`config.mk`:
```
export PLATFORM = sky130hd
export DESIGN_NAME = ssd_front
export DESIGN_NICKNAME = d
export VERILOG_FILES = /design/src/hdl/ssd_pkg.sv /design/src/hdl/ssd_front.sv
export SDC_FILE = /design/constraint.sdc
export NUM_CORES = 1
export LEC_CHECK = 0
export CAP_MARGIN = 20
export CORE_ASPECT_RATIO = 0.8
export CORE_MARGIN = 4
export CORE_UTILIZATION = 30
export DETAILED_ROUTE_END_ITERATION = 12
export DONT_BUFFER_PORTS = 1
export GPL_TIMING_DRIVEN = 0
export PLACE_DENSITY_LB_ADDON = 0.2
export SLEW_MARGIN = 25
export SYNTH_ARGS = -nofsm -noshare
export SYNTH_HDL_FRONTEND = slang
export SYNTH_SLANG_ARGS = --single-unit
```
`constraint.sdc`:
```
create_clock -name clock -period 4 [get_ports clock]
set_input_delay 0.2 -clock clock [delete_from_list [all_inputs] [get_ports clock]]
set_output_delay 0.2 -clock clock [all_outputs]
set_load 0.005 [all_outputs]
```
`src/hdl/ssd_pkg.sv`:
```
// ----------------------------------------------------------------------------
// ssd_pkg
// Shared field widths, saturation limits and channel payload types of the
// sample standard deviation unit.
// ----------------------------------------------------------------------------
package ssd_pkg;

   localparam int ELEV_W  = 24;   // elevation field, signed Q14.10
   localparam int ROUGH_W = 24;   // roughness field, unsigned Q14.10
   localparam int COUNT_W = 11;   // sample_count field
   localparam int QW      = 64;   // squared-deviation sum and divider width

   localparam logic [COUNT_W-1:0] COUNT_MAX = '1;
   localparam logic [ROUGH_W-1:0] ROUGH_MAX = '1;
   localparam logic [QW-1:0]      QUAD_MAX  = '1;

   typedef struct packed {
      logic signed [ELEV_W-1:0] elevation;
      logic                     last_sample;
   } req_type;

   typedef struct packed {
      logic [ROUGH_W-1:0] roughness;
      logic [COUNT_W-1:0] sample_count;
      logic               overflowed;
   } rsp_type;

endpackage

```
`src/hdl/ssd_front.sv`:
```
// ----------------------------------------------------------------------------
// ssd_front
// Sample intake: stores each sample in the current RAM bank while it has
// room, keeps the running sum, count and drop flag, and pushes a set
// descriptor on the marked sample.
// ----------------------------------------------------------------------------
module ssd_front #(
   parameter  int MAX_SAMPLES = 1024,
   parameter  int SAMPLE_BITS = 24,
   localparam int CW          = $clog2(MAX_SAMPLES + 1),
   localparam int IW          = $clog2(MAX_SAMPLES),
   localparam int SUMW        = SAMPLE_BITS + CW
) (
   input  logic                   clock,
   input  logic                   reset,
   input  logic                   req_valid,
   output logic                   req_ready,
   input  ssd_pkg::req_type       req,
   output logic                   ram_we,
   output logic [IW:0]            ram_waddr,
   output logic [SAMPLE_BITS-1:0] ram_wdata,
   input  logic                   q_can_push,
   output logic                   q_push,
   output logic                   q_bank,
   output logic [CW-1:0]          q_count,
   output logic signed [SUMW-1:0] q_sum,
   output logic                   q_dropped
);
   import ssd_pkg::*;

   localparam int MW = (SAMPLE_BITS > ELEV_W) ? SAMPLE_BITS : ELEV_W;

   logic [CW-1:0]           count_ff, count_in, count_next;
   logic signed [SUMW-1:0]  sum_ff, sum_in, sum_next;
   logic                    drop_ff, drop_in, drop_next;
   logic                    bank_ff, bank_in;
   logic [MW-1:0]           raw_wide;
   logic signed [SAMPLE_BITS-1:0] sample;
   logic                    xfer;
   logic                    has_room;

   // a bank is free whenever the descriptor queue has room
   assign req_ready = q_can_push;
   assign xfer      = req_valid & req_ready;

   // keep only the low SAMPLE_BITS bits, then treat them as two's complement
   assign raw_wide = MW'($unsigned(req.elevation));
   assign sample   = signed'(raw_wide[SAMPLE_BITS-1:0]);
   assign has_room = count_ff < CW'(MAX_SAMPLES);

   assign ram_we    = xfer & has_room;
   assign ram_waddr = {bank_ff, count_ff[IW-1:0]};
   assign ram_wdata = sample;

   always_comb begin
      count_next = count_ff;
      sum_next   = sum_ff;
      drop_next  = drop_ff;
      if (has_room) begin
         count_next = count_ff + CW'(1);
         sum_next   = sum_ff + SUMW'(sample);
      end else begin
         drop_next = 1'b1;
      end

      count_in = count_ff;
      sum_in   = sum_ff;
      drop_in  = drop_ff;
      bank_in  = bank_ff;
      if (xfer) begin
         if (req.last_sample) begin
            // close the set and move to the other bank
            count_in = '0;
            sum_in   = '0;
            drop_in  = 1'b0;
            bank_in  = ~bank_ff;
         end else begin
            count_in = count_next;
            sum_in   = sum_next;
            drop_in  = drop_next;
         end
      end
   end

   assign q_push    = xfer & req.last_sample;
   assign q_bank    = bank_ff;
   assign q_count   = count_next;
   assign q_sum     = sum_next;
   assign q_dropped = drop_next;

   always_ff @(posedge clock) begin
      if (reset) begin
         count_ff <= '0;
         sum_ff   <= '0;
         drop_ff  <= 1'b0;
         bank_ff  <= 1'b0;
      end else begin
         count_ff <= count_in;
         sum_ff   <= sum_in;
         drop_ff  <= drop_in;
         bank_ff  <= bank_in;
      end
   end

endmodule

```
# --- Yosys cells after proc, flatten, opt, wreduce, memory -nomap -nowiden ---
# Cells that the tools add are included.
totals:
  regBits: 48
  in_bits: 29
  out_inout_bits: 86
  elab_cells: 18
classes:
  addsub: 2
  n_lt_le_gt_ge: 1
  muxes: 6
  n_bitwise: 4
  reduce_logical: 1
op_table:
  columns: ["cell", "n"]
  rows:
  - ["two-way mux 35 bit", 2]
  - ["adder 35 x 24 -> 35 bit", 1]
  - ["two-way mux 11 bit", 2]
  - ["adder 11 x 1 -> 11 bit, second input constant", 1]
  - ["< comparator 11 bit, second input constant", 1]
  - ["AND 1 bit", 3]
  - ["two-way mux 1 bit", 2]
  - ["AND reduction 2 bit", 1]
  - ["NOT 1 bit", 1]

# --- Depth between registers and ports, before layout ---
# Gate-level depths: netlist of the first run.
logic_depth:
  word_depth: 3
  ltp_mapped: 11
  depth_no_buf: 11

# --- Worst setup path after synthesis of the first run ---
# No wires, ideal clock.
synth_path:
  path_kind: "flip-flop to output port"
  from: "register sum_ff[0]"
  to: "output port q_sum[32]"
  arrival_time_ns: 2.844
  t_required_ns: 3.800
  setup_slack_ns: 0.956
  path_stages_with_launch: 12
  path_buffers: 0
  cell_sequence: "dfxtp_1 -> ha_1 -> fa_1 -> a211oi_1 -> o211ai_1 -> a31oi_1 -> o221ai_1 -> a21boi_1 -> o31ai_1 -> a311o_1 -> xor2_1 -> mux2_2"
synth_between:
  elab_chain_len: 2
synth_lines:
  columns: ["element", "line_no", "source"]
  rows:
  - ["from (decl)", "ssd_front.sv:34", "logic signed [SUMW-1:0] sum_ff, sum_in, sum_next;"]
  - ["from (signal assigned)", "ssd_front.sv:99", "sum_ff <= sum_in;"]
  - ["adder 35 x 24 -> 35 bit", "ssd_front.sv:61", "sum_next = sum_ff + SUMW'(sample);"]
  - ["two-way mux 35 bit", "ssd_front.sv:59", "if (has_room) begin"]
  - ["to (decl)", "ssd_front.sv:26", "output logic signed [SUMW-1:0] q_sum,"]
# Every way passes these cells.

# --- Worst setup path after layout of the first run ---
# Ends and elaborated chain as after synthesis.

==> results.yml, run 1 <==
clock_tree:
  clock_sinks: 48
  h-tree-depth: 2
  cts_tree: "yes"
  postCtsHoldBufs: 0
  post_cts_resize_count: 1
  post_cts_buffers: 0
  numCtsBuffers: 5
  cts_root_buffer: "clkbuf_16"
  clock_path_buffers: 2
  clk_pin_slew_ns: 0.08
  insertion_delay_ns: 0.31
critical_path:
  r2r-start: "sum_ff[0]"
  worstPathRequired_ns: 3.80
  crit_type: "reg -> out"
  crit_path_max_incr_delay_ns: 0.44
  arrival_ns: 3.63
  end_kind: "output pin"
  slowest_stage: "fa_1"
  worstPathMaxFanout: 4
  critical-path-top-delay-family: "compound AO/OA/AOI/OAI gates"
  path_cells: "ha_1 -> fa_1 -> a211oi_2 -> o211ai_1 -> a31oi_1 -> o221ai_1 -> a21boi_2 -> o31ai_1 -> a311o_1 -> xor2_1 -> mux2_2"
  path_depth: 11
  startpoint: "sum_ff[0]"
  startpoint_type: "flop"
  path_buf_inv: 0
  reg2regPathDepth: 11
routing:
  wl_per_cell_um: 17.83
  wirelength_mm: 13.14
  vias: 3949
  drt-initial-drc-count: 265
  drc_errors: 0
  first_pass_iters: 4
  detail-route-antenna-nets: 0
  via_per_inst: 5.358
power:
  switching_share: 0.3063
  p_sw_mw: 0.4139
  pwr-share-clk: 0.388
  pwr-share-comb: 0.239
  vdd_drop_max_mv: 0.1574
  internal_power_mw: 0.9374
  power_density_nw_per_um2: 289.3
  finalPower_mw: 1.351
  p_seq_frac: 0.374
  leakage_nw: 2.074
logic_synthesis:
  synth-seq-cells: 48
  async_flop_share: 0
  syn_area_per_cell_um2: 7.749
  synth_cell_types: 58
  ys_seq_area_frac: 0.2259
  syn-cell-area_um2: 4254
  synth_largest_area_cell: "dfxtp_1"
  yosys_warnings: 0
  ys.flop_type: "dfxtp_1"
  yosys-top-cells-area: "dfxtp_1 23%, ha_1 10%, buf_4 6.4%, nand2_1 6.2%, a22oi_1 4.9%"
  synth_cells: 549
  syn_nets: 614
  synth_top_area_frac: 0.2259
  synth_edf_count: 0
cells_and_area:
  utilization: 0.3399
  drive_gt1_frac: 0.1185
  layout_common_cells: "70 x nand2_1, 53 x nor2_1, 48 x dfxtp_1"
  area_delta_synth_final_pct: 9.794
  diodes: 0
  mostFrequentLayoutCell: "nand2_1"
  fin_nets: 621
sta:
  finalHoldViolations: 0
  period_share: 0.9580
  slew_violations: 0
  slew_headroom: 0.4680
  fmax_mhz: 261.0
  tns_ns: 0
  finClkSkew_ns: 0.01191
  rsz0062_at_grt: "false"
  setup_violations: 0
  min_period_ns: 3.832
  tightest_slew_ns: 0.7937
hold_path:
  min_from: "reset"
  holdPathStages: 2
  holdCritPathClass: "in -> reg"
place:
  gp_congestion: 0.8984
  dp_hpwl_mm: 10.12
  portBuffers: 0
floorplanning:
  die_area_um2: 16160
  fp.coreArea_um2: 13740
  die_h_um: 114.5
  io_pins: 115
  row_count: 38
  fp.dieW_um: 141.1
  start_util: 0.3096
grt:
  track_usage: 0.1590
  grt_pass1_wl_mm: 20.38
  grt-ovfl-total: 0
  first_global_vias: 3666
  antenna_found_initial: 0
  grt_max_degree: 16
outcome:
  status: "complete, no violations"
flow_run:
  maxCapViolCount: 0
[cells by family (layout without fill, tap and decap cells)]
group	count (synthesis)	after routing	synth area share
compound gates	170	170	0.2732
simple gates	169	169	0.1759
buf+inv	70	78	0.09353
flops	48	48	0.2259
xor+xnor	41	41	0.08441
fa+ha+maj	36	36	0.1076
mux	15	15	0.03941
[final cells by class]
class,instances,area [um^2]
Fill cell,1469,9070
Multi-Input combinational cell,431,2909
Sequential cell,48,960.9
Buffer,64,375.4
Tap cell,180,225.2
Clock buffer,6,138.9
Clock inverter,2,38.79
Inverter,6,22.52
[path summary, 6_finish.rpt]
path                endpoint  slack [ns]
setup / recovery   q_sum[32]        0.17
hold / removal    sum_ff[22]        0.22
setup reg to reg  sum_ff[32]        0.65
hold reg to reg   sum_ff[33]        0.51
[worst register-to-register path: stages (launching register included)]
cell and delay (ns):
dfxtp_1 0.33, ha_1 0.22, fa_1 0.44, a211oi_2 0.31
o211ai_1 0.17, a31oi_1 0.21, o221ai_1 0.22, a21boi_2 0.33
o31ai_1 0.23, a311o_1 0.43, xor2_1 0.16, a22o_1 0.20
[registers in the layout, summed over array words and instances, names as in the netlist]
name and count:
q_bank 1, sum_ff 35, count_ff 11, drop_ff 1
[per-stage QoR]
stage | setup slack, ns | cell area [um^2] | cells | hold WS (ns)
4_1_cts | 0.07465 | 4666 | 737 | 0.2153
2_1_floorplan | 0.9565 | 4254 | 549 | 0.4644
6_report | 0.1681 | 4671 | 737 | 0.2225
3_5_place_dp | 0.2980 | 4484 | 729 | 0.4832
5_1_grt | 0.01939 | 4671 | 737 | 0.2323
3_3_place_gp | 0.3070 | 4479 | 729 | 0.4839
[cells in the mapped netlist, types with 3 or more instances]
cell type  number
dfxtp_1        48
nand3_1         6
and2_1          3
a211oi_1        3
o21a_1          5
a21oi_1        38
nor3_1          4
nand2_1        70
o21bai_1        4
nand4_1         8
xor2_1         18
mux2_2         14
nor2b_1         6
buf_4          36
a22o_1         12
clkbuf_1       24
o31ai_1         4
o21ai_0        28
a31oi_1         5
nor2_1         53
buf_1           4
and3_1          7
xnor2_1        23
a22oi_1        28
ha_1           35
a21o_1         19
inv_1           5
[power groups by stage]
stage | Sequential (mW) | Clock [mW] | Combinational, mW
after floorplan | 0.512 | 0 | 0.256
after global placement | 0.515 | 0 | 0.321
after detailed placement | 0.515 | 0 | 0.323
after CTS | 0.504 | 0.548 | 0.325
after global routing | 0.507 | 0.561 | 0.362
final | 0.505 | 0.524 | 0.322
[routing by layer]
metal,track usage,part of all wire,vias to the layer above
li1,-,-,1959
met1,0.2209,0.48,1860
met2,0.2387,0.44,120
met3,0.04802,0.073,10
met4,0.04390,0.013,0
met5,0,0,-
No activity file was read; power rests on OpenSTA's default activity.
==> run 2, diff against run 1 <==
ABC_AREA = 1   (was unset)
CORE_MARGIN = unset   (was 4)
==> results.yml, run 2 <==
floorplanning:
  start_util: 0.3096
  fp.coreArea_um2: 16660
  die_area_um2: 17720
  row_count: 42
  fp.dieW_um: 148.6
  io_pins: 115
  die_h_um: 119.3
routing:
  detail-route-antenna-nets: 0
  wl_per_cell_um: 15.08
  wirelength_mm: 16.61
  first_pass_iters: 5
  drc_errors: 0
  vias: 5212
  via_per_inst: 4.730
  drt-initial-drc-count: 332
cells_and_area:
  n_fill_cell: 1914
  fin_nets: 946
  top_register: "sum_ff"
  largest_registers: "sum_ff x35, count_ff x11"
  layout_common_cells: "273 x nand2_1, 112 x inv_1, 79 x a21oi_1"
  mostFrequentLayoutCell: "nand2_1"
  largest_reg_flops: 35
  area_delta_synth_final_pct: 9.098
  diodes: 0
  drive_gt1_frac: 0.1111
  instances_no_fill: 1102
critical_path:
  crit_type: "reg -> out"
  reg2regPathDepth: 14
  r2r-start: "sum_ff[0]"
  worstPathRequired_ns: 3.80
  worstPathMaxFanout: 5
  reg2reg_slack_ns: 1.54
  r2r-end: "sum_ff[32]"
  startpoint: "sum_ff[0]"
  startpoint_type: "flop"
  endpoint: "q_sum[32]"
  arrival_ns: 2.62
  end_kind: "output pin"
sta:
  slew_headroom: 0.5570
  finalHoldViolations: 0
  worst_slack_ns: 1.178
  fmax_mhz: 354.4
  tns_ns: 0
  holdWs_ns: 0.06139
  min_period_ns: 2.822
  rsz0062_at_grt: "false"
  finClkSkew_ns: 0.008698
  slew_violations: 0
  tightest_slew_ns: 0.6621
  period_share: 0.7054
  setup_violations: 0
clock_tree:
  insertion_delay_ns: 0.31
  postCtsHoldBufs: 0
  cts_tree: "yes"
  numCtsBuffers: 5
  h-tree-depth: 2
  clock_path_buffers: 2
  clock_sinks: 48
  clk_pin_slew_ns: 0.08
  cts_root_buffer: "clkbuf_16"
  post_cts_buffers: 0
  post_cts_resize_count: 0
outcome:
  status: "complete, no violations"
logic_synthesis:
  syn-cell-area_um2: 5157
  yosys_warnings: 0
  yosys-top-cells-area: "nand2_1 20%, dfxtp_1 19%, ha_1 8.5%, inv_1 8.2%, a21oi_1 7.7%"
  async_flop_share: 0
  synth_most_common_cell: "nand2_1"
  synth_edf_count: 0
  synth-seq-cells: 48
  ys.flop_type: "dfxtp_1"
  synth_top_area_frac: 0.1987
  synth_cell_types: 41
  synth_cells: 874
  syn_nets: 939
  syn_area_per_cell_um2: 5.901
  synth_largest_area_cell: "nand2_1"
  ys_seq_area_frac: 0.1863
  synthTopCellsByCount: "273 x nand2_1, 112 x inv_1, 79 x a21oi_1, 65 x nand3_1, 60 x nor2_1"
power:
  leakage_nw: 2.830
  power_density_nw_per_um2: 257.4
  vdd_drop_max_mv: 0.1591
grt:
  grt_pass1_wl_mm: 26.25
  antenna_found_initial: 0
  track_usage: 0.1931
  first_global_vias: 4841
  grt_max_degree: 17
  grt-ovfl-total: 0
place:
  portBuffers: 0
  dp_hpwl_mm: 13.67
  gp_congestion: 0.8830
  dp_cells: 1094
  place_ws_ns: 1.516
flow_run:
  maxCapViolCount: 0
hold_path:
  holdCritPathClass: "in -> reg"
## run 2: power breakdown
group | switching (mW) | total [mW] | internal, mW | leakage [nW]
clock | 0.224 | 0.585 | 0.362 | 0.0944
sequential | 0.0117 | 0.503 | 0.491 | 0.389
combinational | 0.235 | 0.360 | 0.125 | 2.35
total | 0.470 | 1.45 | 0.978 | 2.83
## run 2: cells by family (layout without fill, tap and decap cells)
family | after synthesis | count (layout) | synth area share
buffers and inverters | 174 | 182 | 0.1550
adder cells (fa/ha/maj) | 36 | 36 | 0.08879
AND/OR/NAND/NOR | 471 | 471 | 0.4025
XOR/XNOR | 17 | 17 | 0.03033
flip-flops | 48 | 48 | 0.1863
multiplexers | 3 | 3 | 0.005823
AO/OA/AOI/OAI | 125 | 125 | 0.1312
## run 2: final cells by class
type | count | area, um^2 | share of cell area
clock buffer | 5 | 125.1 | 0.02224
inverter | 116 | 436.7 | 0.07761
buffer | 58 | 362.8 | 0.06449
sequential | 48 | 960.9 | 0.1708
tap | 220 | 275.3 | 0.04892
clock inverter | 3 | 68.82 | 0.01223
multi-input combinational | 652 | 3397 | 0.6037
## run 2: per-stage QoR
stage	area [um^2]	total power, mW	util
finish	5627	1.448	0.3378
floorplan	5157	0.7874	-
detailed placement	5433	0.8733	0.3261
global route	5627	1.526	0.3378
CTS	5627	1.467	0.3378
global placement	5433	0.8737	0.3261
## run 2: worst min path at each step
stage               start      endpoint  slack, ns  depth (start not counted)
floorplan           reset       drop_ff       0.37                          2
finish              reset  count_ff[10]       0.06                          2
CTS                 reset       drop_ff       0.05                          2
global route        reset  count_ff[10]       0.06                          2
global placement    reset       drop_ff       0.38                          2
detailed placement  reset       drop_ff       0.38                          2
## run 2: per-layer routing
| layer | vias up | wire length, um | GRT usage |
|---|---|---|---|
| met1 | 2312 | 8652 | 0.2884 |
| met5 | - | 0 | 0 |
| met2 | 139 | 6571 | 0.2748 |
| li1 | 2751 | - | - |
| met3 | 10 | 1215 | 0.04636 |
| met4 | 0 | 174 | 0.03995 |
## run 2: worst max-delay path: stages (launching register included)
cell	delay, ns
dfxtp_1	0.33
ha_1	0.24
fa_1	0.49
nand3_1	0.13
nand3_1	0.18
nand2_1	0.13
nand2_2	0.09
nand3_2	0.08
nand2_2	0.11
nand2_1	0.14
nand2_1	0.06
nand2_1	0.06
nand3_1	0.09
and2_1	0.19
