**src/hdl/ssd_queue.sv**
```systemverilog
// ----------------------------------------------------------------------------
// ssd_queue
// Two-entry descriptor FIFO between intake and the arithmetic sequencer.
// ----------------------------------------------------------------------------
module ssd_queue #(
   parameter int WIDTH = 48
) (
   input  logic             clock,
   input  logic             reset,
   input  logic             push,
   input  logic [WIDTH-1:0] push_data,
   output logic             can_push,
   input  logic             pop,
   output logic             pop_valid,
   output logic [WIDTH-1:0] pop_data
);

   logic [WIDTH-1:0] entry_ff [2];
   logic             wr_ptr_ff, wr_ptr_in;
   logic             rd_ptr_ff, rd_ptr_in;
   logic [1:0]       fill_ff, fill_in;

   assign can_push  = fill_ff != 2'd2;
   assign pop_valid = fill_ff != 2'd0;
   assign pop_data  = entry_ff[rd_ptr_ff];

   always_comb begin
      wr_ptr_in = wr_ptr_ff ^ push;
      rd_ptr_in = rd_ptr_ff ^ pop;
      fill_in   = fill_ff;
      if (push && !pop) begin
         fill_in = fill_ff + 2'd1;
      end else if (pop && !push) begin
         fill_in = fill_ff - 2'd1;
      end
   end

   always_ff @(posedge clock) begin
      if (reset) begin
         wr_ptr_ff <= 1'b0;
         rd_ptr_ff <= 1'b0;
         fill_ff   <= '0;
      end else begin
         wr_ptr_ff <= wr_ptr_in;
         rd_ptr_ff <= rd_ptr_in;
         fill_ff   <= fill_in;
      end
   end

   always_ff @(posedge clock) begin
      if (push) begin
         entry_ff[wr_ptr_ff] <= push_data;
      end
   end

endmodule

```
**config.mk**
```make
export PLATFORM = sky130hd
export DESIGN_NAME = ssd_queue
export DESIGN_NICKNAME = d
export VERILOG_FILES = /design/src/hdl/ssd_queue.sv
export SDC_FILE = /design/constraint.sdc
export NUM_CORES = 1
export LEC_CHECK = 0
export ABC_AREA = 1
export BUFFER_PORTS_ARGS = -buffer_cell sky130_fd_sc_hd__buf_4
export CORE_ASPECT_RATIO = 1.25
export CORE_MARGIN = 2
export CORE_UTILIZATION = 50
export DETAILED_ROUTE_END_ITERATION = 8
export GPL_TIMING_DRIVEN = 0
export HOLD_SLACK_MARGIN = 0.03
export PLACE_DENSITY = 0.77
export SETUP_SLACK_MARGIN = 0.3
export SKIP_LAST_GASP = 1
export SLEW_MARGIN = 20
export SYNTH_ARGS = -nofsm -noshare
export SYNTH_HDL_FRONTEND = slang
export SYNTH_SLANG_ARGS = --single-unit
```
**constraint.sdc**
```tcl
create_clock -name clock -period 2.3 [get_ports clock]
set_input_delay 0.46 -clock clock [delete_from_list [all_inputs] [get_ports clock]]
set_output_delay 0.46 -clock clock [all_outputs]
set_load 0.1 [all_outputs]
```
# Word-level counts from Yosys, hierarchy flattened
# Memory sizes are Yosys's and may differ from the RTL's. A register that Yosys moved wholly into a read port is not among the register bits.
# Index checks and enable logic that the tools add are counted.
# op_classes
add_sub_neg	2
eq_ne	1
mux	5
bitwise_logic	2
reduce_logical	6
# ops
cell	count
two-way mux 2 bit	2
nonzero test 2 bit	2
two-way mux 1 bit	3
adder 2 x 1 -> 2 bit, second input constant	1
logical AND 1 bit	2
logical NOT 1 bit	2
!= test 2 bit, second input constant	1
subtractor 2 x 1 -> 2 bit, second input constant	1
bitwise XOR 1 bit	2
# word_totals
ff_bits	4
mem_bits_rw	96
input_bits	52
out_inout_bits	50
elab_cells	20
n_memories	1
# mem_list
memory	words	width	read_ports	rd_clocked_by_memory_dff	write_ports	line_no	text
entry_ff	2	48	1	1	1	18	logic [WIDTH-1:0] entry_ff [2];

# Longest topological paths before layout
# Gate-level depths: netlist of run 1.
# logic_depth
depth_word	4
mapped_depth	8
ltp_nobuf	8

# Least setup slack after synthesis of run 1
# Ideal clock, no wire load.
# synth_timing
kind	input to register
start	input port push
end	memory entry_ff[0][0] (enable)
setup_ns	0.411
arrival_time_ns	1.652
required_time_ns	1.889
setup_slack_ns	0.238
path_stages	1
path_buffers	0
cell_sequence	ha_1
# synth_via
elab_chain_len	2
# synth_rtl
item	line_no	text
from (decl)	10	input logic push,
two-way mux 1 bit	51	if (push) begin
two-way mux 1 bit (not written as such)	52	entry_ff[wr_ptr_ff] <= push_data;
to (decl)	18	
# Every way passes these cells.

==> impl_summary.log, run 1 <==
INFO  metric cts_inserted_buffers = 9
INFO  metric final-hold-violation-count = 0
INFO  metric grt_util_met3 = 0.0573
INFO  metric num-nets-final = 346
INFO  metric power.switching = 1.52 mW
INFO  metric cp_num_cells = 4
INFO  metric crit_family = buffers and inverters
INFO  metric tritoncts = built
INFO  metric area_of_the_die = 0.00815 mm2
INFO  metric cells_along_the_critical_path = buf_12, clkbuf_16, mux2_4, buf_8
INFO  metric ys.warnings.count = 0
INFO  metric global_route.usage.total = 0.162
INFO  metric place_congestion = 0.663
INFO  metric die_x = 81.2 um
INFO  metric grt.busiest_layer = met2
INFO  metric timing.critical_path.to_type = output pin
INFO  metric synth_top_area_share = 0.775
INFO  metric synth_top_area_cell = edfxtp_1
INFO  metric p_comb_frac = 0.285
INFO  metric dr_vias_cell = 4.94
INFO  metric synth_area = 0.00372 mm2
INFO  metric clkTransAtPathRegs = 80 ps
INFO  metric cell_at_the_root_of_the_clock_tree = clkbuf_8
INFO  metric crit_path_start = rd_ptr_ff$_SDFF_PP0_
INFO  metric seq_power_share = 0.478
INFO  metric num_rows = 35
INFO  metric grt_antenna_before_repair = 0
INFO  metric report.final.setup_viol = 0
INFO  metric core_area = 0.00731 mm2
INFO  metric dp_hpwl = 4.18 mm
INFO  metric power_report.internal_total = 2.98 mW
INFO  metric maxClockFrequency = 509 MHz
INFO  metric fp.dieH = 100 um
INFO  metric initial_utilization = 0.509
INFO  metric fin_worst_hold_slack = 280 ps
INFO  metric dr.first_iter.drc_count = 111
INFO  metric critical_path_peak_fanout = 11
INFO  metric netlist-cell-type-count = 16
INFO  metric overflow = 0
INFO  metric path_buf_inv = 3
INFO  metric antenna_cells_inserted = 0
INFO  metric htreeDepth = 3
INFO  metric route.antenna.remaining_nets = 0
INFO  metric synth_area_leaders = edfxtp_1 77%, mux2_2 11%, mux2_4 4.0%
INFO  metric final.fill_count = 493
INFO  metric worstSetupPathType = reg2out
INFO  metric worst_r2r_path_depth = 2
INFO  metric hold_path.class = in2reg
INFO  metric worstSkewPairLatency = 350 ps
INFO  metric io_pins = 102
INFO  metric grt_pass1_wl = 9.36 mm
INFO  metric port_buffers = 101
INFO  metric static-leakage-power = 1.89 nW
INFO  metric worst-endpoint-arrival = 1500 ps
INFO  metric cell_with_the_biggest_individual_delay_on_the_critical_path = dfxtp_4
INFO  metric final.setup.tns = 0 ps
INFO  metric drc_errors = 0
INFO  metric grt_max_degree = 49
INFO  metric tritoncts_num_sinks = 100
INFO  metric synth_sequential_area_ratio = 0.796
INFO  metric reg2reg_setup_slack = 910 ps
INFO  metric synthesis.nets = 233
INFO  metric wirelength = 6.25 mm
INFO  metric cp-start-kind = flop
INFO  metric worst_r2r_endpoint = entry_ff[0][26]$_DFFE_PP_
INFO  metric grt.met2_usage = 0.291
INFO  metric areaGrowthSynthToFinish = 32.8%
INFO  metric cts_buffer_depth = 2
INFO  metric run_status = complete, no violations
INFO  metric mapped_avg_cell_area = 20.9 um2
INFO  metric worstMarginPinSlew = 674 ps
INFO  metric worst_slew_margin_rel = 0.550
INFO  metric fin_crit_sh = 0.854
INFO  metric timing.final.max_slew_violations = 0
INFO  metric r2r_startpoint = wr_ptr_ff$_SDFF_PP0_
INFO  metric drt-wirelength-per-cell = 16.1 um
INFO  metric detailedRoute.firstPassIterationCount = 6
INFO  metric vias_in_the_first_global_route = 1,999
INFO  metric synth.ff_latch_count = 100
INFO  metric grt.met1_usage = 0.158
INFO  metric crit_path_end = pop_data[26]
INFO  metric min_period = 1960 ps
INFO  metric power_density = 910 mW/mm2
INFO  metric required = 1840 ps
INFO  metric fraction_of_final_layout_cells_sized_beyond_drive_strength_1 = 0.581
INFO  metric clockPowerShare = 0.237
INFO  metric rsz0062_at_grt = yes
INFO  metric maxCapViolCount = 0
INFO  metric worst_path_largest_cell_delay = 380 ps
INFO  metric p_sw_frac = 0.337
INFO  metric number_of_instances_in_the_synthesized_netlist = 178
INFO  metric ir_worst_vdd = 0.000507 V
INFO  metric via_count = 1,918
INFO  metric skew = 8.21 ps
[worst min path at each step]
| stage | start | to | cells past startpoint |
|---|---|---|---|
| 5_1_grt | push_data[34] | entry_ff[0][34]$_DFFE_PP_ | 1 |
| 3_5_place_dp | fill_ff[1]$_SDFFE_PP0P_ | fill_ff[1]$_SDFFE_PP0P_ | 3 |
| 6_report | reset | rd_ptr_ff$_SDFF_PP0_ | 2 |
| 4_1_cts | reset | rd_ptr_ff$_SDFF_PP0_ | 2 |
| 3_3_place_gp | fill_ff[0]$_SDFFE_PP0P_ | fill_ff[0]$_SDFFE_PP0P_ | 2 |
| 2_1_floorplan | fill_ff[0]$_SDFFE_PP0P_ | fill_ff[0]$_SDFFE_PP0P_ | 2 |
[per-stage QoR]
stage | worst slack (ps) | instances | power (mW) | instance area [um2] | util
floorplan | 737 | 178 | 3.14 | 3730 | -
global placement | 288 | 371 | 3.40 | 4600 | 0.629
detailed placement | 544 | 371 | 3.43 | 4620 | 0.632
CTS | 287 | 387 | 4.52 | 4900 | 0.670
global route | 265 | 388 | 4.65 | 4940 | 0.675
finish | 335 | 388 | 4.50 | 4940 | 0.675
[state kept, by name, indices dropped and copies added, names as in the netlist]
| register | flops |
|---|---|
| fill_ff | 2 |
| wr_ptr_ff | 1 |
| rd_ptr_ff | 1 |
| entry_ff | 96 |
[layer usage]
| layer | up-vias | part of all wire |
|---|---|---|
| li1 | 905 | - |
| met1 | 933 | 0.35 |
| met2 | 68 | 0.57 |
| met3 | 12 | 0.052 |
| met4 | 0 | 0.032 |
| met5 | - | 0 |
[timing repair]
item,CTS,global route
setup buffers,0,0
endpoints found under the setup margin,42,38
cloned,0,1
resized for setup,25,3
hold buffers,0,0
[Yosys cell counts (all sizes together)]
master	instances
edfxtp	96
nand4	1
nand2	6
mux2	48
o21ai	1
ha	3
inv	8
a21oi	1
nand3	1
xnor2	1
nor2	3
dfxtp	4
buf	5
[power by group through the flow]
| stage | combinational (mW) | sequential (mW) | clock [mW] |
|---|---|---|---|
| after floorplan | 0.962 | 2.18 | 0 |
| after global placement | 1.22 | 2.18 | 0 |
| after detailed placement | 1.23 | 2.19 | 0 |
| after CTS | 1.28 | 2.15 | 1.10 |
| after global routing | 1.33 | 2.16 | 1.16 |
| final | 1.28 | 2.15 | 1.07 |
[final cells by class]
cell class	instances	area (um2)	share of cell area
sequential	100	2970	0.601
timing repair buffer	102	870	0.176
clock buffer	10	128	0.0258
multi-input combinational	65	704	0.143
buffer	5	62.6	0.0127
inverter	8	30.0	0.00608
tap	92	115	0.0233
clock inverter	6	63.8	0.0129
[logic make-up after synthesis]
logic type	share of synthesized area
compound gates	0.00269
xor+xnor	0.00235
fa+ha+maj	0.0101
buf+inv	0.0212
flops	0.796
mux	0.155
simple gates	0.0121
[layout by cell type (no fill, tap or decap), drive strengths merged, types with 3 or more instances in the layout]
master / n
buf: 106
clkbuf: 11
clkinv: 3
dfxtp: 4
edfxtp: 96
ha: 3
inv: 9
mux2: 48
nand2: 6
nor2: 3
No activity file was read; power rests on OpenSTA's default activity.
==> run 2, diff against run 1 <==
--- a/config.mk
+++ b/config.mk
@@ -5,7 +5,6 @@
 export SDC_FILE = /design/constraint.sdc
 export NUM_CORES = 1
 export LEC_CHECK = 0
-export ABC_AREA = 1
 export BUFFER_PORTS_ARGS = -buffer_cell sky130_fd_sc_hd__buf_4
 export CORE_ASPECT_RATIO = 1.25
 export CORE_MARGIN = 2
==> run 2 against run 1 <==
  * Sequential cell count is the same
  * Power up 2.4%
  * Non-clock buffer count up 1
  * Routed wire length is 3.6% higher
  * Clock power about the same
  * Synthesized cell count decreased by 5.1%
  * Worst setup slack got worse by 12 ps
==> impl_summary.log, run 2 <==
INFO  metric timing.final.max_slew_violations = 0 (unchanged)
INFO  metric final.setup.tns = 0 ps (unchanged)
INFO  metric clkTransAtPathRegs = 90 ps (about the same)
INFO  metric grt.met2_usage = 0.304 (+0.0133)
INFO  metric number_of_instances_in_the_synthesized_netlist = 169 (-5.1%)
INFO  metric synth_area_leaders = edfxtp_1 79%, mux2_2 15%, dfxtp_1 2.2%
INFO  metric via_count = 1,883 (-1.8%)
INFO  metric post-route-worst-setup-slack = 324 ps (-11.6 ps)
INFO  metric fraction_of_final_layout_cells_sized_beyond_drive_strength_1 = 0.611 (+0.0300)
INFO  metric worst-endpoint-arrival = 1520 ps (+20 ps)
INFO  metric fp.dieH = 99.6 um (-0.89%)
INFO  metric place_congestion = 0.693 (+4.6%)
INFO  metric hold_path.class = in2reg
INFO  metric drt-wirelength-per-cell = 17.1 um (+6.4%)
INFO  metric dominant_combinational_cell_family_by_area_after_synthesis = multiplexers
INFO  metric timing.critical_path.to_type = output pin
INFO  metric rsz0062_at_grt = yes
INFO  metric grt.busiest_layer = met2
INFO  metric tritoncts = built
INFO  metric core_area = 0.00702 mm2 (-4.0%)
INFO  metric fin_crit_sh = 0.859 (+0.00505)
INFO  metric area_of_the_die = 0.00801 mm2 (-1.8%)
INFO  metric min_period = 1980 ps (+11.6 ps)
INFO  metric grt.met1_usage = 0.169 (+0.0116)
INFO  metric areaGrowthSynthToFinish = 38.2%
INFO  metric synth_area = 0.00365 mm2 (-1.8%)
INFO  metric io_pins = 102 (unchanged)
INFO  metric worst_slew_margin_rel = 0.542 (-0.00838)
INFO  metric run_status = complete, no violations
INFO  metric grt_pass1_wl = 9.83 mm (+5.0%)
INFO  metric synth_top_area_cell = edfxtp_1
INFO  metric wirelength = 6.48 mm (+3.6%)
INFO  metric r2r_startpoint = wr_ptr_ff$_SDFF_PP0_
INFO  metric skew = 6.50 ps (-1.70 ps)
INFO  metric final_common_cell = edfxtp_1
INFO  metric worstMarginPinSlew = 687 ps (+12.6 ps)
INFO  metric synth_enable_flop_cells = 96 (unchanged)
INFO  metric detailedRoute.firstPassIterationCount = 3 (-3)
INFO  metric dr.first_iter.drc_count = 115 (+3.6%)
INFO  metric htreeDepth = 3 (unchanged)
INFO  metric power_density = 912 mW/mm2 (+0.14%)
INFO  metric antenna_cells_inserted = 0 (unchanged)
INFO  metric maxClockFrequency = 506 MHz (-0.59%)
INFO  metric synthMuxAreaShare = 0.148 (-0.00735)
INFO  metric port_buffers = 101 (unchanged)
INFO  metric synth.ff_latch_count = 100 (unchanged)
INFO  metric synth_sequential_area_ratio = 0.811 (+0.0150)
INFO  metric synth_top_area_share = 0.789 (+0.0146)
INFO  metric required = 1840 ps (about the same)
INFO  metric registers.top_by_ff_count = entry_ff
INFO  metric global_route.usage.total = 0.167 (+0.00461)
INFO  metric die_x = 80.4 um (-0.88%)
INFO  metric ir_worst_vdd = 0.000602 V (+19%)
INFO  metric report.final.setup_viol = 0 (unchanged)
INFO  metric critical_path_peak_fanout = 10 (-1)
INFO  metric grt_antenna_before_repair = 0 (unchanged)
INFO  metric detailedPlace.worstSlack = 511 ps (-33.6 ps)
INFO  metric yosysMostFrequentCell = edfxtp_1
INFO  metric static-leakage-power = 1.92 nW (+1.6%)
INFO  metric vias_in_the_first_global_route = 2,083 (+4.2%)
INFO  metric netlist-cell-type-count = 15 (-1)
INFO  metric drc_errors = 0 (unchanged)
INFO  metric cell_at_the_root_of_the_clock_tree = clkbuf_8
INFO  metric synth-simple-area-share = 0.00822 (-0.00388)
INFO  metric dr_vias_cell = 4.98 (+0.77%)
INFO  metric worstSetupPathType = reg2out
INFO  metric route.antenna.remaining_nets = 0 (unchanged)
INFO  metric final-hold-violation-count = 0 (unchanged)
INFO  metric worstSkewPairLatency = 350 ps (about the same)
INFO  metric cp-start-kind = flop
INFO  metric cts_inserted_buffers = 9 (unchanged)
INFO  metric ys_async_sr_fraction = 0 (unchanged)
INFO  metric synth-compound-area-share = 0.00274 (+0.0000507)
INFO  metric grt_util_met3 = 0.0690 (+0.0116)
INFO  metric yosys.area_share.adder = 0.0103 (+0.000190)
INFO  metric overflow = 0 (unchanged)
INFO  metric yosys.area_share.xor_xnor = 0.00719 (+0.00484)
INFO  metric grt_max_degree = 49 (unchanged)
INFO  metric crit_path_start = rd_ptr_ff$_SDFF_PP0_
INFO  metric maxCapViolCount = 0 (unchanged)
INFO  metric layout_common_cells = 96 x edfxtp_1, 83 x buf_4, 35 x mux2_2, 15 x buf_12, 13 x mux2_4
INFO  metric hold_path_startpoint = push_data[33]
INFO  metric cts_buffer_depth = 2 (unchanged)
INFO  metric dominantRegCellSynth = edfxtp_1
INFO  metric num_rows = 34 (-2.9%)
INFO  metric ys.warnings.count = 0 (unchanged)
INFO  metric initial_utilization = 0.520 (+0.0115)
INFO  metric largest_register_ffs = 96 (unchanged)
INFO  metric dp_hpwl = 4.26 mm (+1.9%)
INFO  metric layout_top_registers = entry_ff x96, fill_ff x2
INFO  metric mapped_avg_cell_area = 21.6 um2 (+3.4%)
INFO  metric tritoncts_num_sinks = 100 (unchanged)
INFO  metric synthesis.nets = 224 (-3.9%)
INFO  metric num-nets-final = 338 (-2.3%)
INFO  metric synth_top_cells_by_count = 96 x edfxtp_1, 48 x mux2_2, 4 x dfxtp_1
[run 2: cell types whose count changed after synthesis, moves of 2 or more]
cell	delta
nand2_1	-6
buf_4	-3
mux2_4	-10
inv_1	-6
xor2_1	+2
buf_2	+3
mux2_2	+10
[run 2: logic make-up (layout without fill, tap and decap cells)]
kind of cell,Yosys count,after routing
fa+ha+maj,3,3
buf+inv,7,126
compound gates,2,2
simple gates,6,6
mux,48,48
xor+xnor,3,3
flops,100,100
[run 2: final cells by class]
class	instances	area (um2)
flip-flops and latches	100	2970
fillers	453	1970
repair buffers	103	986
multi-input cells	62	718
clock buffers	9	124
well taps	90	113
clock inverters	7	76.3
plain buffers	5	57.6
inverters	2	7.51
[run 2: power by group]
group	switching, mW	total [mW]	internal [mW]
Sequential	0.0325	2.15	2.12
Clock	0.586	1.09	0.508
Combinational	0.944	1.35	0.410
Total	1.56	4.60	3.04
[run 2: path summary, 6_finish.rpt]
check,endpoint,slack (ps),depth (start not counted)
max,pop_data[26],320,4
min reg2reg,fill_ff[1]$_SDFFE_PP0P_,520,2
min,entry_ff[1][33]$_DFFE_PP_,280,1
max reg2reg,entry_ff[0][1]$_DFFE_PP_,910,2
[run 2: timing repair]
action / CTS / global route
resized for setup: 30 / 40
endpoints found under the hold margin: 0 / 0
setup buffers: 2 / 0
hold buffers: 0 / 0
setup endpoints to repair: 43 / 47
[run 2: layer usage]
metal,up-vias,routed length [um]
li1,887,-
met1,917,2400
met2,70,3450
met3,9,539
met4,0,79
met5,-,0
[run 2: worst max-delay path, stage by stage (launching register included)]
cell,delay (ps)
dfxtp_4,380
buf_8,130
buf_12,130
mux2_2,340
buf_6,180
[run 2: through the flow]
step,utilization,hold WS [ps],total power [mW],instance area (um2),std cells
floorplan,-,461,3.13,3660,169
global placement,0.645,478,3.40,4530,360
detailed placement,0.648,509,3.42,4550,360
CTS,0.696,268,4.57,4880,378
global route,0.719,259,4.75,5050,378
finish,0.719,285,4.60,5050,378
