===== src/hdl/ssd_pkg.sv =====
// ----------------------------------------------------------------------------
// ssd_pkg
// Shared field widths, saturation limits and channel payload types of the
// sample standard deviation unit.
// ----------------------------------------------------------------------------
package ssd_pkg;

   localparam int ELEV_W  = 24;   // elevation field, signed Q14.10
   localparam int ROUGH_W = 24;   // roughness field, unsigned Q14.10
   localparam int COUNT_W = 11;   // sample_count field
   localparam int QW      = 64;   // squared-deviation sum and divider width

   localparam logic [COUNT_W-1:0] COUNT_MAX = '1;
   localparam logic [ROUGH_W-1:0] ROUGH_MAX = '1;
   localparam logic [QW-1:0]      QUAD_MAX  = '1;

   typedef struct packed {
      logic signed [ELEV_W-1:0] elevation;
      logic                     last_sample;
   } req_type;

   typedef struct packed {
      logic [ROUGH_W-1:0] roughness;
      logic [COUNT_W-1:0] sample_count;
      logic               overflowed;
   } rsp_type;

endpackage


===== src/hdl/ssd_back.sv =====
// ----------------------------------------------------------------------------
// ssd_back
// Per-set sequencer: mean division, squared-deviation scan over the stored
// bank, variance division, iterative square root, result register.
// ----------------------------------------------------------------------------
module ssd_back #(
   parameter  int MAX_SAMPLES = 1024,
   parameter  int SAMPLE_BITS = 24,
   localparam int CW          = $clog2(MAX_SAMPLES + 1),
   localparam int IW          = $clog2(MAX_SAMPLES),
   localparam int SUMW        = SAMPLE_BITS + CW
) (
   input  logic                   clock,
   input  logic                   reset,
   input  logic                   q_valid,
   input  logic                   q_bank,
   input  logic [CW-1:0]          q_count,
   input  logic signed [SUMW-1:0] q_sum,
   input  logic                   q_dropped,
   output logic                   q_pop,
   output logic                   div_start,
   output logic [ssd_pkg::QW-1:0] div_dividend,
   output logic [CW-1:0]          div_divisor,
   input  logic                   div_done,
   input  logic [ssd_pkg::QW-1:0] div_quot,
   output logic                   ram_re,
   output logic [IW:0]            ram_raddr,
   input  logic [SAMPLE_BITS-1:0] ram_rdata,
   output logic                   rsp_valid,
   input  logic                   rsp_ready,
   output ssd_pkg::rsp_type       rsp
);
   import ssd_pkg::*;

   localparam int DW = SAMPLE_BITS + 1;
   localparam int PW = 2 * SAMPLE_BITS;
   localparam int AW = PW + CW;
   localparam int XW = (AW > QW) ? AW : QW;
   localparam int NW = (CW > COUNT_W) ? CW : COUNT_W;

   typedef enum logic [5:0] {
      ST_IDLE = 6'b000001,
      ST_MEAN = 6'b000010,
      ST_SCAN = 6'b000100,
      ST_VAR  = 6'b001000,
      ST_ROOT = 6'b010000,
      ST_DONE = 6'b100000
   } back_state_type;

   back_state_type state_ff, state_in;

   logic                          bank_ff;
   logic [CW-1:0]                 n_ff;
   logic                          neg_ff;
   logic                          drop_ff;
   logic signed [SAMPLE_BITS-1:0] mean_ff;
   logic [CW-1:0]                 idx_ff, idx_in;
   logic                          v1_ff, v2_ff, v3_ff;
   logic [SAMPLE_BITS-1:0]        ad_ff;
   logic [PW-1:0]                 sq_ff;
   logic [AW-1:0]                 acc_ff;
   logic [QW-1:0]                 x_ff, root_ff, rbit_ff;
   rsp_type                       rsp_ff;
   logic                          rsp_valid_ff, rsp_valid_in;

   logic signed [SUMW-1:0]        neg_sum;
   logic [SUMW-1:0]               abs_sum;
   logic [XW-1:0]                 acc_wide;
   logic [QW-1:0]                 acc_sat;
   logic                          scan_end;
   logic signed [DW-1:0]          diff, neg_diff;
   logic [SAMPLE_BITS-1:0]        ad_in;
   logic [PW-1:0]                 sq_in;
   logic signed [DW-1:0]          quot_s, mean_full;
   logic [QW-1:0]                 trial;
   logic                          take;
   logic [ROUGH_W-1:0]            rough;
   logic [NW-1:0]                 n_wide;
   logic [COUNT_W-1:0]            count_sat;

   // mean is formed on the magnitude, sign restored afterward
   assign neg_sum = -q_sum;
   assign abs_sum = q_sum[SUMW-1] ? unsigned'(neg_sum) : unsigned'(q_sum);

   assign acc_wide = XW'(acc_ff);
   assign acc_sat  = (acc_wide > XW'(QUAD_MAX)) ? QUAD_MAX : acc_wide[QW-1:0];

   assign ram_re    = (state_ff == ST_SCAN) && (idx_ff != n_ff);
   assign ram_raddr = {bank_ff, idx_ff[IW-1:0]};
   assign scan_end  = (state_ff == ST_SCAN) && (idx_ff == n_ff) && !v1_ff && !v2_ff && !v3_ff;

   // bank is released once the scan has drained
   assign q_pop = scan_end;

   assign div_start    = ((state_ff == ST_IDLE) && q_valid) || scan_end;
   assign div_dividend = (state_ff == ST_IDLE) ? QW'(abs_sum) : acc_sat;
   assign div_divisor  = (state_ff == ST_IDLE) ? q_count : n_ff;

   assign diff     = DW'(signed'(ram_rdata)) - DW'(mean_ff);
   assign neg_diff = -diff;
   assign ad_in    = diff[DW-1] ? neg_diff[SAMPLE_BITS-1:0] : diff[SAMPLE_BITS-1:0];
   assign sq_in    = PW'(ad_ff) * PW'(ad_ff);

   assign quot_s    = signed'({1'b0, div_quot[SAMPLE_BITS-1:0]});
   assign mean_full = neg_ff ? -quot_s : quot_s;

   assign trial = root_ff + rbit_ff;
   assign take  = x_ff >= trial;

   assign rough     = (root_ff[QW-1:ROUGH_W] != '0) ? ROUGH_MAX : root_ff[ROUGH_W-1:0];
   assign n_wide    = NW'(n_ff);
   assign count_sat = (n_wide > NW'(COUNT_MAX)) ? COUNT_MAX : n_wide[COUNT_W-1:0];

   always_comb begin
      state_in = state_ff;
      idx_in   = idx_ff;
      case (state_ff)
         ST_IDLE: begin
            if (q_valid) begin
               state_in = ST_MEAN;
            end
         end
         ST_MEAN: begin
            if (div_done) begin
               state_in = ST_SCAN;
               idx_in   = '0;
            end
         end
         ST_SCAN: begin
            if (ram_re) begin
               idx_in = idx_ff + CW'(1);
            end
            if (scan_end) begin
               state_in = ST_VAR;
            end
         end
         ST_VAR: begin
            if (div_done) begin
               state_in = ST_ROOT;
            end
         end
         ST_ROOT: begin
            if (rbit_ff == '0) begin
               state_in = ST_DONE;
            end
         end
         ST_DONE: begin
            if (rsp_ready) begin
               state_in = ST_IDLE;
            end
         end
         default: begin
            state_in = ST_IDLE;
         end
      endcase
      rsp_valid_in = state_in == ST_DONE;
   end

   always_ff @(posedge clock) begin
      if (reset) begin
         state_ff     <= ST_IDLE;
         idx_ff       <= '0;
         v1_ff        <= 1'b0;
         v2_ff        <= 1'b0;
         v3_ff        <= 1'b0;
         rsp_valid_ff <= 1'b0;
      end else begin
         state_ff     <= state_in;
         idx_ff       <= idx_in;
         v1_ff        <= ram_re;
         v2_ff        <= v1_ff;
         v3_ff        <= v2_ff;
         rsp_valid_ff <= rsp_valid_in;
      end
   end

   always_ff @(posedge clock) begin
      if ((state_ff == ST_IDLE) && q_valid) begin
         bank_ff <= q_bank;
         n_ff    <= q_count;
         neg_ff  <= q_sum[SUMW-1];
         drop_ff <= q_dropped;
      end
      if ((state_ff == ST_MEAN) && div_done) begin
         mean_ff <= signed'(mean_full[SAMPLE_BITS-1:0]);
         acc_ff  <= '0;
      end else if (v3_ff) begin
         acc_ff <= acc_ff + AW'(sq_ff);
      end
      if (v1_ff) begin
         ad_ff <= ad_in;
      end
      if (v2_ff) begin
         sq_ff <= sq_in;
      end
      if ((state_ff == ST_VAR) && div_done) begin
         x_ff    <= div_quot;
         root_ff <= '0;
         rbit_ff <= QW'(1) << (QW - 2);
      end else if (state_ff == ST_ROOT) begin
         if (rbit_ff != '0) begin
            if (take) begin
               x_ff    <= x_ff - trial;
               root_ff <= (root_ff >> 1) + rbit_ff;
            end else begin
               root_ff <= root_ff >> 1;
            end
            rbit_ff <= rbit_ff >> 2;
         end else begin
            rsp_ff.roughness    <= rough;
            rsp_ff.sample_count <= count_sat;
            rsp_ff.overflowed   <= drop_ff;
         end
      end
   end

   assign rsp_valid = rsp_valid_ff;
   assign rsp       = rsp_ff;

endmodule

===== config.mk =====
export PLATFORM = sky130hd
export DESIGN_NAME = ssd_back
export DESIGN_NICKNAME = d
export VERILOG_FILES = /design/src/hdl/ssd_pkg.sv /design/src/hdl/ssd_back.sv
export SDC_FILE = /design/constraint.sdc
export NUM_CORES = 2
export LEC_CHECK = 0
export ABC_CLOCK_PERIOD_IN_PS = 7100
export BUFFER_PORTS_ARGS = -buffer_cell sky130_fd_sc_hd__clkbuf_2
export CORE_MARGIN = 1
export CORE_UTILIZATION = 35
export CTS_CLUSTER_SIZE = 28
export DETAILED_ROUTE_END_ITERATION = 6
export GPL_ROUTABILITY_DRIVEN = 1
export HOLD_SLACK_MARGIN = 0.03
export SLEW_MARGIN = 20
export SYNTH_ARGS = -nofsm -noshare
export SYNTH_HDL_FRONTEND = slang
export SYNTH_SLANG_ARGS = --single-unit
export TNS_END_PERCENT = 20

===== constraint.sdc =====
create_clock -name clock -period 7.1 [get_ports clock]
set_clock_uncertainty 0.1 [all_clocks]
set_input_delay 0.355 -clock clock [delete_from_list [all_inputs] [get_ports clock]]
set_output_delay 0.355 -clock clock [all_outputs]
set_load 0.05 [all_outputs]

* Yosys cells after proc, flatten, opt, wreduce, memory -nomap -nowiden
Cells that the tools add are included. W data, S select, Z words.
Cells by class: add/sub/neg operators 9, multiply operators 1, order comparisons 3, equal/unequal tests 11, multiplexer cells 21, bitwise operators 2, reductions and logical operators 23
Operators by type and width (number):
- $mux W64 | 7
- $add A63 B63 Y64 | 1
- $add A64 B63 Y64 | 1
- $ge A64 B64 Y1 | 1
- $gt A59 B64 Y1 const B | 1
- $logic_not A64 Y1 | 1
- $reduce_bool A64 Y1 | 1
- $sub A64 B64 Y64 | 1
- $add A59 B48 Y59 | 1
- $mul A24 B24 Y48 | 1
- $mux W24 | 2
- $neg A24 Y24 | 2
- $reduce_bool A40 Y1 | 1
- $mux W6 | 6
- $pmux W6 S6 | 1
- $mux W35 | 1
- $neg A35 Y35 | 1
- $mux W11 | 3
- $sub A24 B24 Y25 | 1
- $pmux W11 S2 | 1
- $eq A6 B6 Y1 const B | 2
- $add A11 B1 Y11 const B | 1
- $eq A11 B11 Y1 | 1
- $gt A11 B11 Y1 const B | 1
- other kinds (14) | 30
Storage, ports and cells: register bits 386, bits of input ports 141, output and inout port bits 126, word-level logic and storage cells 90

* Depth between registers and ports, before layout
depth in word-level cells 8, gate-level depth with buffers 27, gate-level depth less buffers 27

* Worst setup path before layout
No wires, ideal clock.
kind register to register, start point reg ad_ff[18], end point reg sq_ff[43] (data pin), library setup time 0.261 ns, arrival time 6.943 ns, required time 6.739 ns, slack -0.204 ns, cell stages (with the launch flop) 26, path buffers 2, period minus slack after synthesis 7.304 ns, cells stage by stage edfxtp_1 > clkbuf_1 > clkbuf_1 > nand2_1 > fa_1 > inv_1 > fa_1 > inv_1 > fa_1 > inv_1 > fa_1 > fa_1 > fa_1 > inv_1 > fa_1 > inv_1 > ha_1 > and4_1 > nand2_1 > or4_1 > or2_2 > o2111ai_1 > a31oi_1 > o21bai_1 > a2111oi_0 > a311o_1
On the way: longest elaborated chain between the ends 1
RTL lines:
- start, declared | line ssd_back.sv:59 | logic [SAMPLE_BITS-1:0] ad_ff;
- start signal, assigned | line ssd_back.sv:191 | ad_ff <= ad_in;
- $mul A24 B24 Y48 | line ssd_back.sv:102 | assign sq_in = PW'(ad_ff) * PW'(ad_ff);
- named net sq_in[43] | line ssd_back.sv:73 | logic [PW-1:0] sq_in;
- end signal, assigned | line ssd_back.sv:194 | sq_ff <= sq_in;
- end, declared | line ssd_back.sv:60 | logic [PW-1:0] sq_ff;
The timed path passes the listed nets, and every way through them passes these cells. A chain may end at the register's enable or synchronous reset.

* Worst setup path in the final report
start point reg ad_ff[6], end point reg sq_ff[43] (data pin)
Same word-level chain as after synthesis.

==> out/summary.md <==
- status: complete, but fails checks
- violated checks: negative setup slack
- number of nets in the layout: 6591
- horizontal extent of the die: 361 µm
- overall die height: 361 µm
- placeable core region: 128000 µm²
- cell taking the most area after synthesis: sky130_fd_sc_hd__fa_1
- clock insertion delay at the later pin of the skew report: 0.61 ns
- Avg WL per Cell: 18.4 µm
- estimated wirelength of the detail-placed design: 108 mm
- worst reg2reg path endpoint: sq_ff[43]$_DFFE_PP_
- Max-cap violations: 0
- share of the cycle needed by the critical path after routing: 100%
- number of buffers and inverters on the critical path: 7
- nature of the critical path endpoint: flop
- RR Startpoint: ad_ff[6]$_DFFE_PP_
- fraction of registers with async set/reset: 0%
- number of buffers inserted during clock tree synthesis: 47
- relative max-transition margin: 31.4%
- mean cell area of the mapped netlist: 8.63 µm²
- Hold Worst Slack: 0.0700 ns
- total stage count of the critical path: 25
- initial antenna violation count: 29
- IO buf count: 261
- wire length of the first global-routing pass: 210 mm
- unrepaired setup endpoints after global routing: true
- number of unique standard cell types used by synthesis: 95
- final weighted congestion in routability-driven placement: 0.932
- Critical Path Slowest Stage Cell: sky130_fd_sc_hd__fa_1
- r2r worst-path depth: 25
- Std-Cell Rows: 131
- worst path required time: 7.34 ns
- total count of max-transition violations in the final report: 0
- final critical-path required period: 7.13 ns
- Slowest Stage Delay on Critical Path: 0.59 ns
- iteration count of the initial detailed-routing pass: 5
- FF+latch count, synth: 385
- Mapped Area: 45100 µm²
- placed instance count: 7155
- Total Power Consumption: 7570 µW
- number of top-level design ports: 267
- synthesis-to-finish area growth: 17.2%
- CP Max Fanout: 7
- synthesized instance count: 5228
- final WL: 135 mm
- fraction of layout cells with a size suffix above 1: 14.4%
- detailed router's first-iteration violation count: 2419
- Via-to-Cell Ratio: 5.23
- smallest setup slack after layout: -0.0252 ns
- Setup crit end: sq_ff[43]$_DFFE_PP_
- Final Hold Fails: 0
- cell family with the largest share of critical-path delay: adder cells
- count of final setup violators: 1
- maximum resistive drop on vdd: 0.159 mV
- transition time at the pin with the least slew margin: 1.03 ns
- predominant post-synthesis flop cell: sky130_fd_sc_hd__edfxtp_1
- number of buffers on the longest clock path: 3
- final cell count without fillers: 7357
- CP Data Arrival Time: 7.37 ns
- Post-synth top cells: 670 x sky130_fd_sc_hd__inv_1, 549 x sky130_fd_sc_hd__nand2_1, 424 x sky130_fd_sc_hd__fa_1, 380 x sky130_fd_sc_hd__ha_1, 305 x sky130_fd_sc_hd__a21oi_1
- antenna-violating nets left: 0
- vias in the first global route: 38.3k
- starting density of the core: 35.3%
- count of vias placed by the detailed router: 38.5k
- number of warnings reported in the yosys synthesis log: 0
- Synth top area share: 18.8%
- die outline area: 130000 µm²
- GRT overflow: 0
- clock tree sinks: 385
- type of the worst setup path: flop to flop
- clk slew on worst S/H paths: 0.06 ns
- cell with the most instances after synthesis: sky130_fd_sc_hd__inv_1
- slack of the worst reg-to-reg path: -0.03 ns
- Placed Instance Area: 49600 µm²
- clock tree from TritonCTS: done
- maximum level of the CTS H-tree: 2
- fraction of the yosys area taken by sequential cells: 21.7%
- Root Buffer Master: sky130_fd_sc_hd__clkbuf_16
- Most common cell on crit path: sky130_fd_sc_hd__fa_1
- cell types occupying the most area after synthesis: sky130_fd_sc_hd__fa_1 19%, sky130_fd_sc_hd__edfxtp_1 14%, sky130_fd_sc_hd__ha_1 11%, sky130_fd_sc_hd__dfxtp_1 7.8%, sky130_fd_sc_hd__inv_1 5.6%
- Pwr per Cell Area: 143 nW/µm²
- cell area after layout: 52900 µm²
- DRC violations left: 0
- static leakage: 0.0247 µW
- maximum clock rate: 0.140 GHz
- Worst setup SP type: flop
- maximum number of pins on one net before global-route repair: 191
- Critical Path Source: ad_ff[6]$_DFFE_PP_
- type of the worst min-delay path: primary input to flop
- Post-synth EDFFs: 209
- all-layer global routing usage: 20.3%
==> worst reg2reg max path, cell delays in order (launching register included) <==
cell and delay (ns):
sky130_fd_sc_hd__edfxtp_1 0.38, sky130_fd_sc_hd__buf_12 0.15, sky130_fd_sc_hd__buf_4 0.14, sky130_fd_sc_hd__nand2_1 0.07, sky130_fd_sc_hd__buf_4 0.14, sky130_fd_sc_hd__fa_1 0.53, sky130_fd_sc_hd__inv_1 0.06, sky130_fd_sc_hd__fa_1 0.57
sky130_fd_sc_hd__fa_1 0.45, sky130_fd_sc_hd__fa_1 0.59, sky130_fd_sc_hd__fa_2 0.43, sky130_fd_sc_hd__fa_1 0.48, sky130_fd_sc_hd__inv_1 0.05, sky130_fd_sc_hd__fa_1 0.47, sky130_fd_sc_hd__inv_1 0.06, sky130_fd_sc_hd__ha_4 0.28
sky130_fd_sc_hd__a21oi_2 0.07, sky130_fd_sc_hd__o21ai_2 0.24, sky130_fd_sc_hd__nor2_2 0.07, sky130_fd_sc_hd__or4_4 0.42, sky130_fd_sc_hd__buf_4 0.16, sky130_fd_sc_hd__o2111ai_4 0.23, sky130_fd_sc_hd__a31oi_4 0.17, sky130_fd_sc_hd__o21bai_4 0.19
sky130_fd_sc_hd__a2111oi_2 0.08, sky130_fd_sc_hd__a311o_1 0.27
==> registers in the layout, summed over array words and instances, names as in the netlist, 11 cells and up <==
register,cells
root_ff,64
idx_ff,11
n_ff,11
sq_ff,47
x_ff,64
ad_ff,24
rbit_ff,32
mean_ff,24
rsp,36
acc_ff,59
==> area by class of cell <==
cell class	count	area, µm²
antenna	12	30.0
clock buffer	58	1250
clock inverter	28	333
fill	12800	74800
inverter	670	2520
multi-input combinational	3925	32400
sequential	385	9800
tap	1662	2080
timing repair buffer	617	4470
==> how the worst min path moves through the flow <==
stage | startpoint | end | slack, ns | depth (start not counted)
6_report | div_quot[17] | mean_ff[17]$_DFFE_PP_ | 0.07 | 2
5_1_grt | div_quot[18] | mean_ff[18]$_DFFE_PP_ | 0.05 | 2
4_1_cts | div_quot[24] | x_ff[24]$_DFFE_PP_ | 0.04 | 3
3_5_place_dp | drop_ff$_DFFE_PP_ | rsp[0]$_DFFE_PP_ | 0.32 | 0
3_3_place_gp | drop_ff$_DFFE_PP_ | rsp[0]$_DFFE_PP_ | 0.30 | 0
2_1_floorplan | drop_ff$_DFFE_PP_ | rsp[0]$_DFFE_PP_ | 0.30 | 0
==> where the power goes <==
part	leakage [µW]	total, µW	switching (µW)	internal, µW
sequential	0.00340	2610	116	2490
clock	0.000763	2550	1080	1480
combinational	0.0205	2410	1470	942
==> logic make-up after synthesis <==
| logic type | after synthesis | share of synthesized area, % |
|---|---|---|
| fa+ha+maj | 804 | 29.4 |
| buf+inv | 922 | 7.85 |
| mux | 56 | 1.25 |
| simple gates | 1564 | 16.8 |
| flops | 385 | 21.7 |
| compound gates | 1122 | 15.8 |
| xor+xnor | 374 | 7.26 |
| other cells | 1 | 0.00831 |
==> per-stage QoR <==
| step | utilization (%) | TNS (ns) | setup WS [ns] |
|---|---|---|---|
| 6_report | 41.4 | -0.0252 | -0.0252 |
| 3_3_place_gp | 38.8 | -2.26 | -0.295 |
| 4_1_cts | 40.9 | -0.0515 | -0.0515 |
| 5_1_grt | 41.4 | -2.78 | -0.300 |
| 3_5_place_dp | 38.8 | -3.47 | -0.398 |
| 2_1_floorplan | - | 0 | 0.000315 |
==> per-layer routing <==
metal	part of all wire (%)	track usage [%]
met5	0.11	0
met2	49	35.7
met4	4.0	7.52
met3	5.9	3.59
met1	41	24.5
==> placed cells by master (no fill, tap or decap), types with 16 or more instances in the layout <==
| master | instances |
|---|---|
| sky130_fd_sc_hd__nor4_1 | 31 |
| sky130_fd_sc_hd__fa_2 | 24 |
| sky130_fd_sc_hd__xnor2_1 | 210 |
| sky130_fd_sc_hd__nand2_1 | 528 |
| sky130_fd_sc_hd__inv_1 | 649 |
| sky130_fd_sc_hd__o31ai_1 | 29 |
| sky130_fd_sc_hd__and2_1 | 150 |
| sky130_fd_sc_hd__nand3_1 | 154 |
| sky130_fd_sc_hd__nand2_2 | 17 |
| sky130_fd_sc_hd__nand4_1 | 68 |
| sky130_fd_sc_hd__a31o_2 | 23 |
| sky130_fd_sc_hd__or3_1 | 31 |
| sky130_fd_sc_hd__clkbuf_16 | 48 |
| sky130_fd_sc_hd__o21a_1 | 23 |
| sky130_fd_sc_hd__a31oi_1 | 75 |
| sky130_fd_sc_hd__nand2b_1 | 60 |
| sky130_fd_sc_hd__nor3_1 | 46 |
| sky130_fd_sc_hd__inv_2 | 20 |
| sky130_fd_sc_hd__clkbuf_2 | 261 |
| sky130_fd_sc_hd__nor2_1 | 287 |
| sky130_fd_sc_hd__and3_1 | 52 |
| sky130_fd_sc_hd__fa_1 | 400 |
| sky130_fd_sc_hd__dlygate4sd3_1 | 73 |
| sky130_fd_sc_hd__a21o_1 | 124 |
| sky130_fd_sc_hd__ha_1 | 369 |
| sky130_fd_sc_hd__a21oi_1 | 293 |
| sky130_fd_sc_hd__edfxtp_1 | 209 |
| sky130_fd_sc_hd__a211oi_1 | 25 |
| sky130_fd_sc_hd__nor2b_1 | 34 |
| sky130_fd_sc_hd__o21bai_1 | 32 |
| sky130_fd_sc_hd__buf_6 | 23 |
| sky130_fd_sc_hd__buf_4 | 241 |
| sky130_fd_sc_hd__mux2i_1 | 53 |
| sky130_fd_sc_hd__o211ai_1 | 20 |
| sky130_fd_sc_hd__buf_12 | 16 |
| sky130_fd_sc_hd__o21ai_0 | 275 |
| sky130_fd_sc_hd__xor2_1 | 163 |
| sky130_fd_sc_hd__dfxtp_1 | 174 |
==> timing repair <==
action	in CTS	in global routing
endpoints found under the hold margin	87	0
pin swaps	25	65
endpoints found under the setup margin	18	25
hold buffers	73	0
resized for setup	56	125
buffers inserted	17	14
Note: power is estimated with default switching activity, not from simulation.
